<file path="src/hdl/lkvc_pkg.sv">
// Package for the LRU key-value cache: payload structs, cell types and constants.
// No dependencies. Used by lkvc_cell and lru_key_value_cache_core.
`default_nettype none

package lkvc_pkg;

  localparam int DEF_ENTRIES = 16;
  localparam int KEY_W       = 32;
  localparam int VAL_W       = 32;
  localparam int CAP_W       = 5;

  localparam logic [CAP_W-1:0] CAP_RESET = 5'd16;
  localparam logic signed [VAL_W-1:0] MISS_VALUE = '1;

  typedef logic signed [KEY_W-1:0] key_t;
  typedef logic signed [VAL_W-1:0] value_t;

  typedef enum logic {
    OP_GET = 1'b0,
    OP_PUT = 1'b1
  } op_e;

  typedef struct packed {
    op_e    operation;
    key_t   key;
    value_t write_value;
  } req_t;

  typedef struct packed {
    logic   hit;
    value_t read_value;
  } rsp_t;

  // per-cell command, broadcast along the chain
  typedef enum logic [2:0] {
    CELL_HOLD   = 3'd0,
    CELL_MATCH  = 3'd1,
    CELL_UPDATE = 3'd2,
    CELL_INSERT = 3'd3,
    CELL_MOVE   = 3'd4
  } cell_op_e;

  typedef struct packed {
    cell_op_e op;
    key_t     key;
    value_t   value;
  } cell_ctrl_t;

  typedef struct packed {
    logic   valid;
    logic   mark;
    key_t   key;
    value_t value;
  } cell_t;

endpackage

`default_nettype wire

</file>
<file path="src/hdl/lru_key_value_cache_core.sv">
// Top level of the LRU key-value cache: control sequencer and the cell chain.
// Depends on lkvc_pkg and lkvc_cell.
`default_nettype none

// Fully associative key-value cache with least-recently-used replacement.
// Entries sit in a chain of cells ordered by recency, most recent in cell 0,
// and valid entries always fill cells 0 to count-1. A request is compared
// against all cells at once, then the hit or newly written entry is swapped
// toward cell 0 one cell per cycle. An accepted request passes the match,
// scan and move states (a get miss skips the move); a get then loads the
// result register in a response state, waiting there while the output stalls.
// No new request is taken before idle again, and the swap walk sets when that is.
// A new key lands at position count, or over the oldest entry when the
// capacity is reached. A get returns hit and the value, or hit clear and -1.
// Capacity 0 acts as 1, capacity above ENTRIES acts as ENTRIES. There is no
// clearing pass after reset.

module lru_key_value_cache_core #(
  parameter int ENTRIES = lkvc_pkg::DEF_ENTRIES
) (
  input  wire                         clk_i,
  input  wire                         rst_ni,
  input  wire                         in_valid_i,
  output logic                        in_stall_o,
  input  lkvc_pkg::req_t              in_req_i,
  output logic                        out_valid_o,
  input  wire                         out_stall_i,
  output lkvc_pkg::rsp_t              out_rsp_o,
  input  wire                         cfg_we_i,
  input  wire  [lkvc_pkg::CAP_W-1:0]  cfg_wdata_i
);

  localparam int CNT_W = $clog2(ENTRIES + 1);
  localparam int EXT_W = (CNT_W > lkvc_pkg::CAP_W) ? CNT_W : lkvc_pkg::CAP_W;

  typedef enum logic [4:0] {
    ST_IDLE  = 5'b00001,
    ST_MATCH = 5'b00010,
    ST_SCAN  = 5'b00100,
    ST_MOVE  = 5'b01000,
    ST_RESP  = 5'b10000
  } state_e;

  state_e                     state_q, state_d;
  lkvc_pkg::req_t             req_q;
  logic                       hit_q, hit_d;
  logic [CNT_W-1:0]           count_q, count_d;
  logic [lkvc_pkg::CAP_W-1:0] capacity_q;
  logic                       out_valid_q, out_valid_d;
  lkvc_pkg::rsp_t             out_rsp_q;
  logic                       rsp_load;

  lkvc_pkg::cell_ctrl_t       ctrl;
  lkvc_pkg::cell_t            chain [ENTRIES];
  logic [ENTRIES-1:0]         mark_vec;
  logic [ENTRIES-1:0]         valid_vec;
  logic                       any_mark;

  logic [EXT_W-1:0]           cap_ext;
  logic [EXT_W-1:0]           cap_eff;
  logic                       full;
  logic [CNT_W-1:0]           slot;

  logic                       in_fire;
  logic                       out_fire;

  assign in_fire  = in_valid_i && !in_stall_o;
  assign out_fire = out_valid_q && !out_stall_i;
  assign any_mark = |mark_vec;

  always_comb begin
    cap_ext = EXT_W'(capacity_q);
    if (cap_ext == '0) begin
      cap_eff = EXT_W'(1);
    end else if (cap_ext > EXT_W'(ENTRIES)) begin
      cap_eff = EXT_W'(ENTRIES);
    end else begin
      cap_eff = cap_ext;
    end
  end

  assign full = EXT_W'(count_q) >= cap_eff;
  assign slot = full ? (count_q - CNT_W'(1)) : count_q;

  always_comb begin
    state_d  = state_q;
    hit_d    = hit_q;
    count_d  = count_q;
    rsp_load = 1'b0;
    ctrl     = '{op: lkvc_pkg::CELL_HOLD, key: req_q.key, value: req_q.write_value};
    case (state_q)
      ST_IDLE: begin
        if (in_valid_i) begin
          state_d = ST_MATCH;
        end
      end
      ST_MATCH: begin
        ctrl.op = lkvc_pkg::CELL_MATCH;
        state_d = ST_SCAN;
      end
      ST_SCAN: begin
        hit_d = any_mark;
        if (req_q.operation == lkvc_pkg::OP_PUT) begin
          state_d = ST_MOVE;
          if (any_mark) begin
            ctrl.op = lkvc_pkg::CELL_UPDATE;
          end else begin
            ctrl.op = lkvc_pkg::CELL_INSERT;
            if (!full) begin
              count_d = count_q + CNT_W'(1);
            end
          end
        end else if (any_mark) begin
          state_d = ST_MOVE;
        end else begin
          state_d = ST_RESP;
        end
      end
      ST_MOVE: begin
        ctrl.op = lkvc_pkg::CELL_MOVE;
        if (chain[0].mark) begin
          state_d = (req_q.operation == lkvc_pkg::OP_GET) ? ST_RESP : ST_IDLE;
        end
      end
      ST_RESP: begin
        if (!out_valid_q || !out_stall_i) begin
          rsp_load = 1'b1;
          state_d  = ST_IDLE;
        end
      end
      default: begin
        state_d = ST_IDLE;
      end
    endcase
  end

  always_comb begin
    out_valid_d = out_valid_q;
    if (out_fire) begin
      out_valid_d = 1'b0;
    end
    if (rsp_load) begin
      out_valid_d = 1'b1;
    end
  end

  always_ff @(posedge clk_i or negedge rst_ni) begin
    if (!rst_ni) begin
      state_q     <= ST_IDLE;
      hit_q       <= 1'b0;
      count_q     <= '0;
      capacity_q  <= lkvc_pkg::CAP_RESET;
      out_valid_q <= 1'b0;
    end else begin
      state_q     <= state_d;
      hit_q       <= hit_d;
      count_q     <= count_d;
      out_valid_q <= out_valid_d;
      if (cfg_we_i) begin
        capacity_q <= cfg_wdata_i;
      end
    end
  end

  always_ff @(posedge clk_i) begin
    if (in_fire) begin
      req_q <= in_req_i;
    end
    if (rsp_load) begin
      out_rsp_q.hit        <= hit_q;
      out_rsp_q.read_value <= hit_q ? chain[0].value : lkvc_pkg::MISS_VALUE;
    end
  end

  for (genvar i = 0; i < ENTRIES; i++) begin : g_cell
    lkvc_pkg::cell_t prev_w;
    lkvc_pkg::cell_t next_w;

    if (i == 0) begin : g_head
      assign prev_w = '0;
    end else begin : g_body
      assign prev_w = chain[i-1];
    end

    if (i == ENTRIES - 1) begin : g_tail
      assign next_w = '0;
    end else begin : g_inner
      assign next_w = chain[i+1];
    end

    lkvc_cell #(
      .CELL_IDX (i),
      .SLOT_W   (CNT_W)
    ) u_cell (
      .clk_i  (clk_i),
      .rst_ni (rst_ni),
      .ctrl_i (ctrl),
      .slot_i (slot),
      .prev_i (prev_w),
      .next_i (next_w),
      .cell_o (chain[i])
    );

    assign mark_vec[i]  = chain[i].mark;
    assign valid_vec[i] = chain[i].valid;
  end

  assign in_stall_o  = (state_q != ST_IDLE);
  assign out_valid_o = out_valid_q;
  assign out_rsp_o   = out_rsp_q;

`ifndef NO_ASSERTIONS
  a_mark_onehot0 : assert property (@(posedge clk_i) disable iff (!rst_ni)
    $onehot0(mark_vec))
    else $error("more than one cell marked");

  a_move_has_mark : assert property (@(posedge clk_i) disable iff (!rst_ni)
    (state_q == ST_MOVE) |-> $onehot(mark_vec))
    else $error("move without a marked cell");

  a_count_matches_valid : assert property (@(posedge clk_i) disable iff (!rst_ni)
    $countones(valid_vec) == int'(count_q))
    else $error("entry count out of step with valid cells");

  a_count_bound : assert property (@(posedge clk_i) disable iff (!rst_ni)
    count_q <= CNT_W'(ENTRIES))
    else $error("entry count above chain length");

  a_resp_load : assert property (@(posedge clk_i) disable iff (!rst_ni)
    rsp_load |=> out_valid_q && (state_q == ST_IDLE))
    else $error("response load did not complete");
`endif

endmodule

`default_nettype wire

</file>
<file path="src/hdl/lkvc_cell.sv">
// One entry of the recency-ordered chain: key, value, valid and a mark bit.
// Swaps with its neighbor to carry the marked entry toward the front.
// Depends on lkvc_pkg.
`default_nettype none

module lkvc_cell #(
  parameter int CELL_IDX = 0,
  parameter int SLOT_W   = 5
) (
  input  wire                      clk_i,
  input  wire                      rst_ni,
  input  lkvc_pkg::cell_ctrl_t     ctrl_i,
  input  wire  [SLOT_W-1:0]        slot_i,
  input  lkvc_pkg::cell_t          prev_i,
  input  lkvc_pkg::cell_t          next_i,
  output lkvc_pkg::cell_t          cell_o
);

  logic            valid_q, valid_d;
  logic            mark_q, mark_d;
  lkvc_pkg::key_t   key_q, key_d;
  lkvc_pkg::value_t value_q, value_d;

  always_comb begin
    valid_d = valid_q;
    mark_d  = mark_q;
    key_d   = key_q;
    value_d = value_q;
    case (ctrl_i.op)
      lkvc_pkg::CELL_MATCH: begin
        mark_d = valid_q && (key_q == ctrl_i.key);
      end
      lkvc_pkg::CELL_UPDATE: begin
        if (mark_q) begin
          value_d = ctrl_i.value;
        end
      end
      lkvc_pkg::CELL_INSERT: begin
        if (slot_i == SLOT_W'(CELL_IDX)) begin
          valid_d = 1'b1;
          mark_d  = 1'b1;
          key_d   = ctrl_i.key;
          value_d = ctrl_i.value;
        end
      end
      lkvc_pkg::CELL_MOVE: begin
        // marked entry moves up one place, the displaced one moves down
        if (next_i.mark) begin
          valid_d = next_i.valid;
          mark_d  = 1'b1;
          key_d   = next_i.key;
          value_d = next_i.value;
        end else if (mark_q && (CELL_IDX != 0)) begin
          valid_d = prev_i.valid;
          mark_d  = 1'b0;
          key_d   = prev_i.key;
          value_d = prev_i.value;
        end
      end
      default: begin
      end
    endcase
  end

  always_ff @(posedge clk_i or negedge rst_ni) begin
    if (!rst_ni) begin
      valid_q <= 1'b0;
      mark_q  <= 1'b0;
    end else begin
      valid_q <= valid_d;
      mark_q  <= mark_d;
    end
  end

  always_ff @(posedge clk_i) begin
    key_q   <= key_d;
    value_q <= value_d;
  end

  assign cell_o = '{valid: valid_q, mark: mark_q, key: key_q, value: value_q};

endmodule

`default_nettype wire

</file>
<file path="config.mk">
export PLATFORM = sky130hd
export DESIGN_NAME = lru_key_value_cache_core
export DESIGN_NICKNAME = d
export VERILOG_FILES = /design/src/hdl/lkvc_pkg.sv /design/src/hdl/lru_key_value_cache_core.sv /design/src/hdl/lkvc_cell.sv
export SDC_FILE = /design/constraint.sdc
export NUM_CORES = 2
export LEC_CHECK = 0
export BUFFER_PORTS_ARGS = -buffer_cell sky130_fd_sc_hd__buf_2
export CAP_MARGIN = 20
export CORE_ASPECT_RATIO = 0.9
export CORE_MARGIN = 2
export CORE_UTILIZATION = 35
export CTS_CLUSTER_DIAMETER = 100
export DETAILED_ROUTE_END_ITERATION = 7
export PLACE_DENSITY = 0.47
export SLEW_MARGIN = 20
export SYNTH_ARGS = -nofsm -noshare
export SYNTH_HDL_FRONTEND = slang
export SYNTH_HIERARCHICAL = 1
export SYNTH_SLANG_ARGS = --single-unit
</file>
<file path="constraint.sdc">
create_clock -name clk_i -period 7.2 [get_ports clk_i]
set_clock_uncertainty 0.1 [all_clocks]
set_input_delay 0.72 -clock clk_i [delete_from_list [all_inputs] [get_ports clk_i]]
set_output_delay 0.72 -clock clk_i [all_outputs]
set_load 0.02 [all_outputs]
</file>
==> metrics.txt <==
status=finished, final reports clean; most frequent cells in the layout=edfxtp_1, nor2_1, mux2i_1; Post-Synthesis Cells=5710; CP max FO=38; endpoint class of the critical path=flop; reg2reg path depth=8; most common cell after layout, fill and taps aside=edfxtp_1; vias in the first global route=about 43000; Reg2Reg Setup Slack=roughly 2200 ps; cell chain of the critical path=nor4_2 > nand4_2 > o21bai_4 > buf_12 > buf_4 > nor2b_4 > a31o_2 > mux2_2; final wirelength=about 200 mm; final core occ=0.395; dpl hpwl=between 100 and 150 mm; largest net degree at the start of global routing=80; initial antenna violation count=1; layout cells sized above 1=0.103; vias per cell=5.11; WHS Path Cells=1; Final Cycle Share=0.690; # IOs=110; distinct cell type count after synthesis=a little under 80; Hold Vio Cnt, Final=0; type of the tightest min-delay check=input port to flop; max_slew headroom=0.256; die height=between 400 and 500 um; number of synthesized register bits=roughly 1200; arrival time at the worst endpoint=approximately 5500 ps; Critical Path RT=around 7700 ps; # rows=150; Layout area overhead=12.2%; syn avg cell area=~11 um^2; Slew Viols, Final=0; Routed Antenna Nets=0; sequential power share=0.423; Crit-path slowest cell=o21bai_4; Pint=~0.015 W; Sw Ratio=0.325; Clock Power Share=0.319; Synth async-reset ratio=0.0418; H-Tree Depth=4; Gate power share=0.258; clk sinks=1171; RSZ-0062 raised after global routing=no; Period minus WS final=about 5000 ps; largest vdd supply drop=244 uV; CTS Root Cell=clkbuf_16; Placeable Area=between 150000 and 200000 um^2; nets=~6000; Post-synth top flop=edfxtp_1; Mapped Area=about 65000 um^2; CTS Hold Buffers Added=64; port bufs=109; Post-synth EDFFs=1122; maxcap violations=0; power density over the cells=approximately 300 nW/um^2; Worst Tran Pin Value=1110 ps; first-pass GRT wire length=around 290 mm; # Post-CTS Setup Buffers=0; Warnings, synthesis=6; Worst Path Class, Setup=flop to flop; CTS tree=done; # DRC=0; Num CTS Buffers=about 140; Max Fclk=approximately 200 MHz; reg-to-reg endpoint=g_cell[12].u_cell/valid_q; Initial DRC Count=3556; GRT overflow=0; GP Congestion=about 0.8; drt pass-1 iters=5; sequential area share after synthesis=0.534; Bufs on Longest Clock Path=3; Post-CTS Resized=0; CTS clk-pin slew, worst paths=approximately 60 ps; CP startpoint=g_cell[2].u_cell/mark_q; Worst path max stage delay=between 800 and 900 ps; setup violators final=0; crit start category=flop; Total GRT Usage=0.203; setup TNS=0 ps; die area=around 190000 um^2; switching pwr=between 0.007 and 0.008 W; Vias=approximately 43000; Worst Setup EP=g_cell[12].u_cell/valid_q; Worst R2R Start=g_cell[2].u_cell/mark_q; Die X=between 400 and 500 um; clock insertion delay at the later pin of the skew report=around 760 ps; initial core utilization=0.352; wire length per cell=around 23 um; leak pwr=24.7 nW
==> sequential cells by signal, indices dropped and copies added (netlist names) <==
| signal | flops |
|---|---|
| out_valid_o | 1 |
| hit_q | 1 |
| req_q | 1 |
| cap_ext | 5 |
| g_cell.u_cell/valid_q | 16 |
| state_q | 5 |
| ctrl | 64 |
| out_rsp_o | 33 |
| count_q | 5 |
| g_cell.u_cell/mark_q | 16 |
| g_cell.u_cell/key_q | 512 |
| g_cell.u_cell/value_q | 512 |
==> final cells by class <==
type | instances | area, um^2
inverter | 37 | 144
timing repair buffer | 290 | 2160
sequential | 1171 | 35000
antenna | 2 | 5.00
tap | 2432 | 3040
clock buffer | 198 | 3960
multi-input combinational | 4183 | 28700
clock inverter | 51 | 367
fill | 17796 | 112000
==> worst min path at each step <==
stage	from	to	slack, ps
6_report	in_req_i[54]	ctrl[54]	80
5_1_grt	in_req_i[3]	ctrl[3]	30
4_1_cts	in_req_i[54]	ctrl[54]	10
3_5_place_dp	hit_q	hit_q	400
3_3_place_gp	hit_q	hit_q	380
2_1_floorplan	rst_ni	cap_ext[0]	320
==> metal layers <==
metal / wire length [um] / up-vias / track usage / share of wire
met5: 0 / - / 0 / 0
met4: 3580 / 0 / 0.0462 / 0.018
met3: 7950 / 188 / 0.0286 / 0.041
met2: 96600 / 852 / 0.347 / 0.49
met1: 87900 / 20597 / 0.271 / 0.45
li1: - / 21087 / - / -
==> power by group through the flow <==
stage / clock network (W) / logic [W] / registers [W]
final: 0.00688 / 0.00555 / 0.00912
after global routing: 0.00734 / 0.00610 / 0.00920
after detailed placement: 0 / 0.00548 / 0.00929
after global placement: 0 / 0.00538 / 0.00929
after floorplan: 0 / 0.00433 / 0.00894
after CTS: 0.00708 / 0.00552 / 0.00915
==> cell families after synthesis <==
| kind of cell | after synthesis | share of synthesized area |
|---|---|---|
| flops | 1171 | 0.534 |
| other cells | 1 | 0.0000574 |
| xor+xnor | 508 | 0.0681 |
| simple gates | 1400 | 0.0980 |
| mux | 1066 | 0.167 |
| compound gates | 1136 | 0.0962 |
| buf+inv | 421 | 0.0349 |
| fa+ha+maj | 7 | 0.00134 |
==> per-stage QoR <==
step | setup WS [ps] | total power, W | std cells | instance area [um^2] | hold WS [ps]
2_1_floorplan | 539 | 0.0133 | 5775 | 65600 | 324
3_3_place_gp | 2290 | 0.0147 | 8045 | 68200 | 384
3_5_place_dp | 2290 | 0.0148 | 8045 | 68200 | 396
4_1_cts | 2250 | 0.0218 | 8358 | 73200 | 13.1
5_1_grt | 2130 | 0.0226 | 8363 | 73300 | 33.9
6_report | 2230 | 0.0216 | 8364 | 73300 | 76.7
==> cells in the mapped netlist, types with 5 or more instances <==
cell,number,area (um^2)
nand3b_1,12,90.1
buf_4,72,541
nor2b_4,5,68.8
mux2_2,39,439
o31ai_2,8,100
clkbuf_1,28,105
o21ai_1,11,55.1
nand2b_2,5,43.8
o22ai_1,5,31.3
nor2_1,1023,3840
dfrtp_1,47,1180
a21o_1,11,82.6
xnor2_1,83,727
nor4_2,9,113
o21bai_1,11,82.6
a21oi_1,981,4910
o31ai_1,6,45.0
xor2_1,425,3720
or3b_1,5,43.8
a31o_2,6,52.6
buf_2,266,1330
buf_6,12,135
a211oi_1,11,82.6
nand2b_4,5,68.8
mux2_4,39,586
a31oi_1,10,62.6
and3_1,13,81.3
inv_1,33,124
nand2b_1,54,338
nor2b_1,12,75.1
ha_1,7,87.6
nor4_1,78,488
nor3_1,41,205
nand4_1,46,288
a2111oi_4,10,275
o21ai_0,22,110
mux2i_1,988,9890
o2111ai_1,14,123
nand2_1,36,135
or3_1,5,31.3
edfxtp_1,1122,33700
a221oi_1,5,43.8
nor3b_2,14,175
==> worst max-delay path: cells and delay by family (launching register included) <==
kind	cells	cell delay, ps
buffers and inverters	2	530
AO/OA/AOI/OAI	2	1630
multiplexers	1	410
AND/OR/NAND/NOR	3	1350
flip-flops	1	730
Power figures use the tool's default switching activity.
